**config.mk**
```make
export PLATFORM = sky130hd
export DESIGN_NAME = irq_override_redirection_router
export DESIGN_NICKNAME = d
export VERILOG_FILES = /design/src/rtl/core/iorr_pkg.sv /design/src/rtl/core/iorr_ram.sv /design/src/rtl/core/iorr_ctrl.sv /design/src/rtl/core/iorr_dp.sv /design/src/rtl/core/irq_override_redirection_router.sv
export SDC_FILE = /design/constraint.sdc
export NUM_CORES = 1
export LEC_CHECK = 0
export BUFFER_PORTS_ARGS = -buffer_cell sky130_fd_sc_hd__buf_2
export CAP_MARGIN = 5
export CORE_MARGIN = 2
export CORE_UTILIZATION = 55
export DETAILED_ROUTE_END_ITERATION = 7
export PLACE_DENSITY = 0.72
export SYNTH_ARGS = -nofsm -noshare
export SYNTH_HDL_FRONTEND = slang
export SYNTH_HIERARCHICAL = 1
export SYNTH_SLANG_ARGS = --single-unit
```
**constraint.sdc**
```tcl
create_clock -name clk -period 12.4 [get_ports clk]
set_input_delay 1.24 -clock clk [delete_from_list [all_inputs] [get_ports clk]]
set_output_delay 1.24 -clock clk [all_outputs]
set_load 0.01 [all_outputs]
```
**src/rtl/core/iorr_pkg.sv**
```systemverilog
// Shared types, codes and constants of the interrupt override redirection router.
package iorr_pkg;

	localparam int MAX_CONTROLLERS_DEF = 8;
	localparam int MAX_OVERRIDES_DEF   = 24;

	// Item kinds carried in the input tuser.
	localparam logic [1:0] FN_LOAD_OV   = 2'd0;
	localparam logic [1:0] FN_LOAD_CT   = 2'd1;
	localparam logic [1:0] FN_ROUTE_ISA = 2'd2;
	localparam logic [1:0] FN_ROUTE_GSI = 2'd3;

	// Result status codes carried in the output tuser.
	localparam logic [1:0] ST_DONE  = 2'd0;
	localparam logic [1:0] ST_FULL  = 2'd1;
	localparam logic [1:0] ST_NOCOV = 2'd2;

	localparam logic [1:0] FLAG_SET = 2'b11;
	localparam logic [7:0] REG_BASE = 8'h10;

	// Override entry: {mode[1:0], target[15:0], source[7:0]}.
	localparam int OV_W = 26;
	// Controller entry: {lines[8:0], base[15:0]}.
	localparam int CT_W = 25;

	localparam int IN_TDATA_W  = 88;
	localparam int OUT_TDATA_W = 88;

	typedef struct packed {
		logic accept;
		logic ov_wr;
		logic ct_wr;
		logic set_full;
		logic set_nocov;
		logic idx_clr;
		logic idx_inc;
		logic ov_take;
		logic ct_take;
		logic out_load;
	} cmd_t;

	typedef struct packed {
		logic ov_full;
		logic ct_full;
		logic ov_empty;
		logic ct_empty;
		logic ov_last;
		logic ct_last;
		logic ov_hit;
		logic ct_hit;
		logic out_busy;
	} sts_t;

endpackage

```
**src/rtl/core/iorr_ram.sv**
```systemverilog
// Generic single-write, single-read RAM with registered read data.
module iorr_ram #(
	parameter int WIDTH = 8,
	parameter int DEPTH = 8
) (
	input  logic                                   clk,
	input  logic                                   we,
	input  logic [(DEPTH > 1 ? $clog2(DEPTH) : 1)-1:0] waddr,
	input  logic [WIDTH-1:0]                       wdata,
	input  logic [(DEPTH > 1 ? $clog2(DEPTH) : 1)-1:0] raddr,
	output logic [WIDTH-1:0]                       rdata
);

	logic [WIDTH-1:0] mem [DEPTH];
	logic [WIDTH-1:0] rd_data_q;

	always_ff @(posedge clk) begin
		if (we) begin
			mem[waddr] <= wdata;
		end
		rd_data_q <= mem[raddr];
	end

	assign rdata = rd_data_q;

endmodule

```
**src/rtl/core/iorr_ctrl.sv**
```systemverilog
// Controller state machine: sequences table loads and the override and controller scans.
module iorr_ctrl (
	input  logic             clk,
	input  logic             arst_n,
	input  logic             in_valid,
	input  logic [1:0]       in_func,
	output logic             in_ready,
	input  iorr_pkg::sts_t   sts,
	output iorr_pkg::cmd_t   cmd
);

	typedef enum logic [5:0] {
		S_IDLE   = 6'b000001,
		S_OV_RD  = 6'b000010,
		S_OV_CMP = 6'b000100,
		S_CT_RD  = 6'b001000,
		S_CT_CMP = 6'b010000,
		S_DONE   = 6'b100000
	} state_t;

	state_t state_q;
	state_t state_nx;

	always_ff @(posedge clk or negedge arst_n) begin
		if (!arst_n) begin
			state_q <= S_IDLE;
		end else begin
			state_q <= state_nx;
		end
	end

	always_comb begin
		cmd      = '0;
		state_nx = state_q;
		in_ready = 1'b0;
		case (state_q)
			S_IDLE: begin
				in_ready = 1'b1;
				if (in_valid) begin
					cmd.accept  = 1'b1;
					cmd.idx_clr = 1'b1;
					case (in_func)
						iorr_pkg::FN_LOAD_OV: begin
							cmd.set_full = sts.ov_full;
							cmd.ov_wr    = !sts.ov_full;
							state_nx     = S_DONE;
						end
						iorr_pkg::FN_LOAD_CT: begin
							cmd.set_full = sts.ct_full;
							cmd.ct_wr    = !sts.ct_full;
							state_nx     = S_DONE;
						end
						iorr_pkg::FN_ROUTE_ISA: begin
							if (!sts.ov_empty) begin
								state_nx = S_OV_RD;
							end else if (sts.ct_empty) begin
								cmd.set_nocov = 1'b1;
								state_nx      = S_DONE;
							end else begin
								state_nx = S_CT_RD;
							end
						end
						default: begin
							if (sts.ct_empty) begin
								cmd.set_nocov = 1'b1;
								state_nx      = S_DONE;
							end else begin
								state_nx = S_CT_RD;
							end
						end
					endcase
				end
			end
			S_OV_RD: begin
				state_nx = S_OV_CMP;
			end
			S_OV_CMP: begin
				// The first matching override ends the scan; no match keeps the ISA line.
				if (sts.ov_hit || sts.ov_last) begin
					cmd.ov_take = sts.ov_hit;
					cmd.idx_clr = 1'b1;
					if (sts.ct_empty) begin
						cmd.set_nocov = 1'b1;
						state_nx      = S_DONE;
					end else begin
						state_nx = S_CT_RD;
					end
				end else begin
					cmd.idx_inc = 1'b1;
					state_nx    = S_OV_RD;
				end
			end
			S_CT_RD: begin
				state_nx = S_CT_CMP;
			end
			S_CT_CMP: begin
				if (sts.ct_hit) begin
					cmd.ct_take = 1'b1;
					state_nx    = S_DONE;
				end else if (sts.ct_last) begin
					cmd.set_nocov = 1'b1;
					state_nx      = S_DONE;
				end else begin
					cmd.idx_inc = 1'b1;
					state_nx    = S_CT_RD;
				end
			end
			S_DONE: begin
				if (!sts.out_busy) begin
					cmd.out_load = 1'b1;
					state_nx     = S_IDLE;
				end
			end
			default: begin
				state_nx = S_IDLE;
			end
		endcase
	end

endmodule

```
**src/rtl/core/iorr_dp.sv**
```systemverilog
// Datapath: table memories, counts, scan index, entry builder and output register.
module iorr_dp #(
	parameter int MAX_CONTROLLERS = iorr_pkg::MAX_CONTROLLERS_DEF,
	parameter int MAX_OVERRIDES   = iorr_pkg::MAX_OVERRIDES_DEF
) (
	input  logic            clk,
	input  logic            arst_n,
	input  iorr_pkg::cmd_t  cmd,
	output iorr_pkg::sts_t  sts,
	input  logic [1:0]      in_func,
	input  logic [7:0]      in_isa_line,
	input  logic [15:0]     in_global_line,
	input  logic [15:0]     in_override_flags,
	input  logic [15:0]     in_line_base,
	input  logic [7:0]      in_max_entry,
	input  logic [7:0]      in_vector_num,
	input  logic [2:0]      in_deliver_mode,
	input  logic            in_low_active,
	input  logic            in_level_mode,
	input  logic [7:0]      in_dest_id,
	output logic            out_valid,
	input  logic            out_ready,
	output logic [1:0]      out_status,
	output logic [2:0]      out_controller_slot,
	output logic [7:0]      out_pin_index,
	output logic [7:0]      out_reg_index,
	output logic [31:0]     out_entry_low,
	output logic [31:0]     out_entry_high
);

	localparam int OAW = (MAX_OVERRIDES > 1) ? $clog2(MAX_OVERRIDES) : 1;
	localparam int CAW = (MAX_CONTROLLERS > 1) ? $clog2(MAX_CONTROLLERS) : 1;
	localparam int OCW = $clog2(MAX_OVERRIDES + 1);
	localparam int CCW = $clog2(MAX_CONTROLLERS + 1);
	localparam int IW  = (OCW > CCW) ? OCW : CCW;
	localparam int OV_W_L = iorr_pkg::OV_W;
	localparam int CT_W_L = iorr_pkg::CT_W;

	logic [OCW-1:0] ov_cnt_q;
	logic [CCW-1:0] ct_cnt_q;
	logic [IW-1:0]  idx_q;
	logic [IW:0]    idx_nx;

	logic [7:0]  isa_q;
	logic [15:0] line_q;
	logic [7:0]  vec_q;
	logic [2:0]  dmode_q;
	logic        lo_q;
	logic        lvl_q;
	logic [7:0]  dest_q;

	logic [1:0]  res_status_q;
	logic [2:0]  res_slot_q;
	logic [7:0]  res_pin_q;
	logic [7:0]  res_reg_q;
	logic [31:0] res_low_q;
	logic [31:0] res_high_q;

	logic        out_valid_q;
	logic [1:0]  out_status_q;
	logic [2:0]  out_slot_q;
	logic [7:0]  out_pin_q;
	logic [7:0]  out_reg_q;
	logic [31:0] out_low_q;
	logic [31:0] out_high_q;

	logic [OV_W_L-1:0] ov_wdata;
	logic [OV_W_L-1:0] ov_rdata;
	logic [CT_W_L-1:0] ct_wdata;
	logic [CT_W_L-1:0] ct_rdata;

	logic [1:0]  ov_mode_in;
	logic [15:0] ct_base;
	logic [8:0]  ct_lines;
	logic [16:0] ct_top;
	logic [15:0] pin_full;
	logic [7:0]  pin;
	logic [CAW+2:0] slot_ext;

	assign ov_mode_in[0] = (in_override_flags[1:0] == iorr_pkg::FLAG_SET);
	assign ov_mode_in[1] = (in_override_flags[3:2] == iorr_pkg::FLAG_SET);
	assign ov_wdata = {ov_mode_in, in_global_line, in_isa_line};
	assign ct_wdata = {9'(in_max_entry) + 9'd1, in_line_base};

	iorr_ram #(
		.WIDTH(OV_W_L),
		.DEPTH(MAX_OVERRIDES)
	) u_ov_ram (
		.clk   (clk),
		.we    (cmd.ov_wr),
		.waddr (ov_cnt_q[OAW-1:0]),
		.wdata (ov_wdata),
		.raddr (idx_q[OAW-1:0]),
		.rdata (ov_rdata)
	);

	iorr_ram #(
		.WIDTH(CT_W_L),
		.DEPTH(MAX_CONTROLLERS)
	) u_ct_ram (
		.clk   (clk),
		.we    (cmd.ct_wr),
		.waddr (ct_cnt_q[CAW-1:0]),
		.wdata (ct_wdata),
		.raddr (idx_q[CAW-1:0]),
		.rdata (ct_rdata)
	);

	assign ct_base  = ct_rdata[15:0];
	assign ct_lines = ct_rdata[24:16];
	assign ct_top   = {1'b0, ct_base} + {8'b0, ct_lines};
	assign pin_full = line_q - ct_base;
	assign pin      = pin_full[7:0];
	assign slot_ext = {3'b0, idx_q[CAW-1:0]};
	assign idx_nx   = {1'b0, idx_q} + (IW+1)'(1);

	assign sts.ov_full  = (ov_cnt_q == OCW'(MAX_OVERRIDES));
	assign sts.ct_full  = (ct_cnt_q == CCW'(MAX_CONTROLLERS));
	assign sts.ov_empty = (ov_cnt_q == '0);
	assign sts.ct_empty = (ct_cnt_q == '0);
	assign sts.ov_last  = (idx_nx == (IW+1)'(ov_cnt_q));
	assign sts.ct_last  = (idx_nx == (IW+1)'(ct_cnt_q));
	assign sts.ov_hit   = (ov_rdata[7:0] == isa_q);
	assign sts.ct_hit   = ({1'b0, line_q} >= {1'b0, ct_base}) && ({1'b0, line_q} < ct_top);
	assign sts.out_busy = out_valid_q && !out_ready;

	always_ff @(posedge clk or negedge arst_n) begin
		if (!arst_n) begin
			ov_cnt_q    <= '0;
			ct_cnt_q    <= '0;
			idx_q       <= '0;
			out_valid_q <= 1'b0;
		end else begin
			if (cmd.ov_wr) begin
				ov_cnt_q <= ov_cnt_q + OCW'(1);
			end
			if (cmd.ct_wr) begin
				ct_cnt_q <= ct_cnt_q + CCW'(1);
			end
			if (cmd.idx_clr) begin
				idx_q <= '0;
			end else if (cmd.idx_inc) begin
				idx_q <= idx_nx[IW-1:0];
			end
			if (cmd.out_load) begin
				out_valid_q <= 1'b1;
			end else if (out_ready) begin
				out_valid_q <= 1'b0;
			end
		end
	end

	always_ff @(posedge clk) begin
		if (cmd.accept) begin
			isa_q   <= in_isa_line;
			vec_q   <= in_vector_num;
			dest_q  <= in_dest_id;
			// An ISA route starts on the ISA line itself, fixed delivery, high and edge.
			if (in_func == iorr_pkg::FN_ROUTE_GSI) begin
				line_q  <= in_global_line;
				dmode_q <= in_deliver_mode;
				lo_q    <= in_low_active;
				lvl_q   <= in_level_mode;
			end else begin
				line_q  <= {8'b0, in_isa_line};
				dmode_q <= 3'b0;
				lo_q    <= 1'b0;
				lvl_q   <= 1'b0;
			end
			res_status_q <= cmd.set_full ? iorr_pkg::ST_FULL :
				(cmd.set_nocov ? iorr_pkg::ST_NOCOV : iorr_pkg::ST_DONE);
			res_slot_q   <= '0;
			res_pin_q    <= '0;
			res_reg_q    <= '0;
			res_low_q    <= '0;
			res_high_q   <= '0;
		end
		if (cmd.ov_take) begin
			line_q <= ov_rdata[23:8];
			lo_q   <= ov_rdata[24];
			lvl_q  <= ov_rdata[25];
		end
		if (cmd.set_nocov && !cmd.accept) begin
			res_status_q <= iorr_pkg::ST_NOCOV;
		end
		if (cmd.ct_take) begin
			res_slot_q <= slot_ext[2:0];
			res_pin_q  <= pin;
			res_reg_q  <= iorr_pkg::REG_BASE + {pin[6:0], 1'b0};
			res_low_q  <= {16'b0, lvl_q, 1'b0, lo_q, 2'b0, dmode_q, vec_q};
			res_high_q <= {dest_q, 24'b0};
		end
		if (cmd.out_load) begin
			out_status_q <= res_status_q;
			out_slot_q   <= res_slot_q;
			out_pin_q    <= res_pin_q;
			out_reg_q    <= res_reg_q;
			out_low_q    <= res_low_q;
			out_high_q   <= res_high_q;
		end
	end

	assign out_valid           = out_valid_q;
	assign out_status          = out_status_q;
	assign out_controller_slot = out_slot_q;
	assign out_pin_index       = out_pin_q;
	assign out_reg_index       = out_reg_q;
	assign out_entry_low       = out_low_q;
	assign out_entry_high      = out_high_q;

endmodule

```
**src/rtl/core/irq_override_redirection_router.sv**
```systemverilog
// Top level of the ISA override and IOAPIC redirection entry router.
//
// Input items arrive on the s_ stream. s_tuser selects the kind: load an ISA override,
// load a controller, route an ISA line or route a global line. Each item gives exactly
// one result item on the m_ stream, with its status in m_tuser and the controller slot,
// pin, register index and the two redirection entry words in m_tdata.
// Items are handled one at a time. A load goes from acceptance through the done state to
// the result register. A global route scans the controller entries in turn, at most the
// controller count, before the done state. An ISA route first scans the override entries,
// up to the first match or the last entry, before the controller scan. The tables sit in
// single-write, single-read registered-read memories, so each examined entry takes a read
// state and then a compare state in the scan state machine.
// The result sits in an output register; a new item is accepted as soon as the scan of
// the previous one is done, even while its result still waits for m_tready. A stalled
// receiver holds the block only when the next result is ready to be written out.
// Reset empties both tables and drops any pending result; table contents need no clearing.
module irq_override_redirection_router #(
	parameter int MAX_CONTROLLERS = iorr_pkg::MAX_CONTROLLERS_DEF,
	parameter int MAX_OVERRIDES   = iorr_pkg::MAX_OVERRIDES_DEF
) (
	input  logic                               clk,
	input  logic                               arst_n,
	input  logic                               s_tvalid,
	output logic                               s_tready,
	// isa_line, global_line, override_flags, line_base, max_entry, vector_num,
	// deliver_mode, low_active, level_mode, dest_id, zero pad
	input  logic [iorr_pkg::IN_TDATA_W-1:0]    s_tdata,
	// func
	input  logic [1:0]                         s_tuser,
	output logic                               m_tvalid,
	input  logic                               m_tready,
	// controller_slot, pin_index, reg_index, entry_low, entry_high, zero pad
	output logic [iorr_pkg::OUT_TDATA_W-1:0]   m_tdata,
	// status
	output logic [1:0]                         m_tuser
);

	iorr_pkg::cmd_t cmd;
	iorr_pkg::sts_t sts;

	logic [2:0]  res_slot;
	logic [7:0]  res_pin;
	logic [7:0]  res_reg;
	logic [31:0] res_low;
	logic [31:0] res_high;

	iorr_ctrl u_ctrl (
		.clk      (clk),
		.arst_n   (arst_n),
		.in_valid (s_tvalid),
		.in_func  (s_tuser),
		.in_ready (s_tready),
		.sts      (sts),
		.cmd      (cmd)
	);

	iorr_dp #(
		.MAX_CONTROLLERS (MAX_CONTROLLERS),
		.MAX_OVERRIDES   (MAX_OVERRIDES)
	) u_dp (
		.clk                 (clk),
		.arst_n              (arst_n),
		.cmd                 (cmd),
		.sts                 (sts),
		.in_func             (s_tuser),
		.in_isa_line         (s_tdata[7:0]),
		.in_global_line      (s_tdata[23:8]),
		.in_override_flags   (s_tdata[39:24]),
		.in_line_base        (s_tdata[55:40]),
		.in_max_entry        (s_tdata[63:56]),
		.in_vector_num       (s_tdata[71:64]),
		.in_deliver_mode     (s_tdata[74:72]),
		.in_low_active       (s_tdata[75]),
		.in_level_mode       (s_tdata[76]),
		.in_dest_id          (s_tdata[84:77]),
		.out_valid           (m_tvalid),
		.out_ready           (m_tready),
		.out_status          (m_tuser),
		.out_controller_slot (res_slot),
		.out_pin_index       (res_pin),
		.out_reg_index       (res_reg),
		.out_entry_low       (res_low),
		.out_entry_high      (res_high)
	);

	assign m_tdata = {5'b0, res_high, res_low, res_reg, res_pin, res_slot};

`ifndef SYNTH
	a_one_item_at_a_time: assert property (@(posedge clk) disable iff (!arst_n)
		s_tvalid && s_tready |=> !s_tready)
		else $error("input accepted while an item is still in progress");

	a_status_code_valid: assert property (@(posedge clk) disable iff (!arst_n)
		m_tvalid |-> (m_tuser == iorr_pkg::ST_DONE || m_tuser == iorr_pkg::ST_FULL ||
			m_tuser == iorr_pkg::ST_NOCOV))
		else $error("result carries an undefined status code");

	a_error_result_zero: assert property (@(posedge clk) disable iff (!arst_n)
		m_tvalid && m_tuser != iorr_pkg::ST_DONE |-> m_tdata == '0)
		else $error("failed item returned nonzero route fields");

	a_reg_index_follows_pin: assert property (@(posedge clk) disable iff (!arst_n)
		m_tvalid && m_tdata[18:11] != 8'h00 |->
			m_tdata[18:11] == iorr_pkg::REG_BASE + {m_tdata[9:3], 1'b0})
		else $error("register index does not match the pin");
`endif

endmodule
```
Yosys cells after proc, flatten, opt, wreduce, memory -nomap -nowiden
Memory sizes are Yosys's and may differ from the RTL's. A register that Yosys moved wholly into a read port is not among the register bits.
Cells that the tools add are included.
{ "op_classes": {"n_reduce_logical": 17, "n_eq_ne": 18, "add_sub_neg": 7, "muxes": 61, "magnitude_cmp": 2} }
{ "op_table": {"columns": ["operator", "count"], "rows": [
  ["$mux W16", 5],
  ["$mux W32", 2],
  ["$mux W6", 8],
  ["$pmux W6 S6", 1],
  ["$mux W1", 28],
  ["$mux W8", 3],
  ["$add A16 B9 Y17", 1],
  ["$lt A16 B17 Y1", 1],
  ["$ge A16 B16 Y1", 1],
  ["$pmux W6 S2", 1],
  ["$mux W5", 2],
  ["$add A8 B1 Y9 const B", 1],
  ["$add A5 B8 Y8 const A", 1],
  ["$eq A2 B2 Y1 const B", 4],
  ["$eq A8 B8 Y1", 1],
  ["$pmux W1 S2", 4],
  ["$reduce_bool A2 Y1", 4],
  ["$sub A8 B8 Y8", 1],
  ["$add A5 B1 Y6 const B", 1],
  ["$eq A6 B1 Y1 const B", 1],
  ["$eq A6 B2 Y1 const B", 1],
  ["$eq A6 B3 Y1 const B", 1],
  ["$eq A6 B4 Y1", 1],
  ["$eq A6 B4 Y1 const B", 1],
  ["21 further kinds", 30]
]} }
{ "word_totals": {"input_bits": 94, "elab_cells": 131, "out_inout_bits": 92, "n_memories": 2, "register_bits": 150, "mem_bits_rw": 824} }
{ "memory_table": {"columns": ["memory", "words", "width", "read_ports", "rd_ports_with_merged_regs", "wr", "line", "source"], "rows": [
  ["u_dp.u_ov_ram.mem", 24, 26, 1, 1, 1, "iorr_ram.sv:14", "logic [WIDTH-1:0] mem [DEPTH];"],
  ["u_dp.u_ct_ram.mem", 8, 25, 1, 1, 1, "iorr_ram.sv:14", null]
]} }

Logic depth before layout (Yosys ltp)
{ "depth": {"ltp_word": 8, "ltp_mapped": 20, "ltp_nobuf": 20} }

Cells and area by module
Netlist, hierarchy kept.
{ "by_module_without_submodules": {"columns": ["module", "seq_area_each_um2", "area_each_um2", "cells_per_inst", "n_inst"], "rows": [
  ["iorr_ram (u_dp.u_ov_ram)", 19258.5, 24853.8, 1266, 1],
  ["iorr_ram (u_dp.u_ct_ram)", 6506.2, 8261.7, 328, 1],
  ["iorr_dp", 3988.8, 7123.1, 589, 1],
  ["iorr_ctrl", 151.4, 484.2, 59, 1],
  ["irq_override_redirection_router", 0.0, 41.3, 6, 1]
]} }

Least setup slack after synthesis
Ideal clock, no wire load.
{ "synth_path": {"kind": "input -> register", "start": "input s_tvalid", "end": "memory u_dp/u_ct_ram/mem[4][0] (netlist name) (enable)", "path_stages": 4, "path_buffers": 0, "required_ns": 11.962, "setup_time_ns": 0.438, "arrival_ns": 4.121, "slack_ns": 7.840, "path_cell_list": "nand3_1 nor4b_1 nand2_1 nor3_1"} }
{ "synth_lines": {"columns": ["element", "line", "source"], "rows": [
  ["start, declared", "irq_override_redirection_router.sv:23", "input logic s_tvalid,"],
  ["end, declared", "iorr_ram.sv:14", null]
]} }

==> qor.yml <==
worst_ep_arrival_time_ps: 6010
drive_above_1_share_pct: 18.1
yosys_most_used_dff: "edfxtp_1"
skew_ps: 20.7
ys_ff_latch: 1017
critPathLaunchType: "flip-flop"
power_uw: 8050
numCtsBuffers: 97
final_area_um2: 45500
drv_slew: 0
initial_core_util_pct: 55.7
worstMarginPinSlew_ps: 1260
synth_top_area_share_pct: 69.5
layout_setup_ws_ps: 6650
p_per_area_nw_per_um2: 177
die_area_um2: 76300
r2r_cells: 17
synth.largest_area_cell: "edfxtp_1"
holdPathEnd: "u_dp/out_reg_index[7]"
pwr-share-clk_pct: 36.5
synthCells: 2248
clockBufferDepth: 3
fin_crit_ps: 5750
holdBufCountCts: 0
final_nets: 2554
place_area_um2: 42300
core_area_um2: 73200
slew_headroom_pct: 15.5
drc: 0
worstPathRequired_ps: 12660
firstDrtPassIters: 5
postCtsSetupRepairBufs: 0
fin_setup_tns_ps: 0
holdPathStages: 0
dp.cells: 3271
place_congestion: 0.845
path_max_fanout: 37
cts_tree: "done"
ys_top_cells_by_area: "edfxtp_1 69%, mux4_1 5.3%, mux2i_1 5.0%"
io_pins: 186
hold_viol: 0
preCtsSetupSlack_ps: 6670
dp_hpwl_um: 47100
seq_power_share_pct: 50.8
use_met1_pct: 31.6
vias_per_cell: 6.03
syn2layout_area_growth_pct: 11.7
peakVddDrop_mv: 0.103
die_h_um: 276
top_usage_layer: "met2"
antenna_found_initial: 3
grt_pass1_vias: 20684
mostFrequentLayoutCells: "943 x edfxtp_1, 203 x mux2i_1, 130 x nand2_1"
outcome: "finished clean"
mostFrequentLayoutCell: "edfxtp_1"
synth_enable_flop_cells: 943
drt.antenna.violating_nets: 0
setup.worst_path.end_class: "flip-flop"
grt_use_met2_pct: 37.2
htree_levels: 3
port_buffers: 121
vias: 20841
period_share_pct: 46.4
ys_seq_area_share_pct: 73.4
grt_max_degree: 61
clk_pin_slew_ps: 60
drt_iter0_drc: 2088
cts_resized: 0
grtUsageMet3_pct: 3.27
comb_power_share_pct: 12.7
synthArstFlopShare_pct: 2.06
p_leak_uw: 0.0148
clock.fmax_mhz: 174
min_from: "u_dp/res_reg_q[7]"
setup_viol: 0
track_usage_pct: 22.5
die_x_um: 276
wl_um: 86400
fin_cells: 3457
post_drt_wl_per_cell_um: 25.0
p_switching_uw: 1930
overflow: 0
std_cell_rows: 99
switching_share_pct: 24.0
clock_latency_ps: 650
r2r_slack_ps: 6650
synth_area_um2: 40800
grt_pass1_wl_um: 128000
rr_endpoint: "u_dp/res_low_q[5]"
hold_class: "reg -> reg"
rsz0062_at_grt: "no"
cts-root-buf: "clkbuf_16"
crit_type: "reg -> reg"
yosysWarnings: 6
cts_num_sinks: 1017
timing.rr.start: "u_dp/u_ct_ram/rdata[0]"
postSynthAreaPerCell_um2: 18.1
yosysUniqueCellTypes: 79
max_cap_violations: 0
p_int_uw: 6120
layout make-up:
| cell class | instances | area (um^2) |
|---|---|---|
| flip-flops and latches | 1017 | 29900 |
| fillers | 5013 | 27700 |
| multi-input cells | 1096 | 10100 |
| clock buffers | 135 | 2690 |
| well taps | 959 | 1200 |
| repair buffers | 167 | 951 |
| clock inverters | 49 | 524 |
| inverters | 32 | 120 |
| diodes | 2 | 5.00 |
routing by layer:
layer / vias to the layer above / share of wire [%]
met1: 10685 / 41
met5: - / 0.025
met3: 140 / 7.2
li1: 9132 / -
met2: 880 / 49
met4: 4 / 2.0
cell families (layout without fill, tap and decap cells):
| family | count (synthesis) | in the layout | synth area share [%] |
|---|---|---|---|
| muxes | 365 | 365 | 13.3 |
| DFF | 1017 | 1017 | 73.4 |
| xor gates and xnor gates | 45 | 45 | 0.967 |
| and+or+nand+nor | 408 | 408 | 5.04 |
| buffers and inverters | 182 | 383 | 2.76 |
| other | 2 | 51 | 0.0184 |
| AOI/OAI and AO/OA | 180 | 180 | 3.06 |
| adders and majority gates | 49 | 49 | 1.54 |
critical path, cell delays in order (launching register included):
cell and delay [ps]:
dfxtp_1 320, ha_1 220, fa_1 420, a211o_2 310, o211ai_1 150, a21o_1 230
nand2b_1 70, a21oi_1 180, xnor2_1 140, ha_1 260, and3_1 200, o2111ai_1 100
nor2_1 60, a221oi_1 250, o21ai_0 130, a22oi_1 520, and3_1 980, or2_2 820
through the flow:
step                util (%)  hold slack [ps]
finish                  62.2              415
floorplan                  -              400
detailed placement      57.8              405
CTS                     62.2              418
global route            62.2              432
global placement        57.8              402
cell usage after synthesis, types with 11 or more instances:
library cell and n:
edfxtp_1 943, mux2i_1 203, nand2_1 130, mux4_1 82
buf_4 67, nor2_1 64, a22oi_1 63, nand3_1 57
dfxtp_1 53, mux2_2 52, ha_1 47, o21ai_0 44
and2_1 38, nand4_1 38, clkbuf_1 37, xnor2_1 33
inv_1 31, mux4_2 28, a21oi_1 20, buf_6 20
dfrtp_1 20, nand2b_1 13, buf_2 12, xor2_1 12
nor2b_1 11
how the worst max path moves through the flow:
stage                                 from                 endpoint  depth (start not counted)
detailed placement  u_dp/u_ct_ram/rdata[0]      u_dp/res_high_q[25]                         17
finish              u_dp/u_ct_ram/rdata[0]        u_dp/res_low_q[5]                         17
global placement    u_dp/u_ct_ram/rdata[0]       u_dp/res_low_q[13]                         17
global route        u_dp/u_ct_ram/rdata[0]        u_dp/res_low_q[6]                         17
CTS                 u_dp/u_ct_ram/rdata[0]        u_dp/res_low_q[6]                         17
floorplan                         s_tvalid  u_dp/u_ct_ram/mem[4][0]                          4
state kept, by name (all words and copies together) (netlist names), 6 cells and up:
signal / cells
u_dp/vec_q: 8
u_dp/isa_q: 8
u_dp/dest_q: 8
u_dp/res_high_q: 8
u_dp/res_low_q: 13
u_dp/out_entry_high: 8
u_dp/out_entry_low: 13
u_dp/out_pin_index: 8
u_dp/u_ct_ram/mem: 200
u_dp/u_ct_ram/rdata: 25
u_ctrl/state_q: 6
u_dp/u_ov_ram/rdata: 26
u_dp/u_ov_ram/mem: 624
u_dp/line_q: 16
u_dp/res_pin_q: 8
power groups by stage:
stage | combinational [uW] | sequential, uW | clock, uW
after floorplan | 796 | 4110 | 0
after global placement | 982 | 4150 | 0
after detailed placement | 1020 | 4160 | 0
after CTS | 1020 | 4090 | 2980
after global routing | 1120 | 4100 | 3120
final | 1030 | 4090 | 2940
No activity file was read; power rests on OpenSTA's default activity.
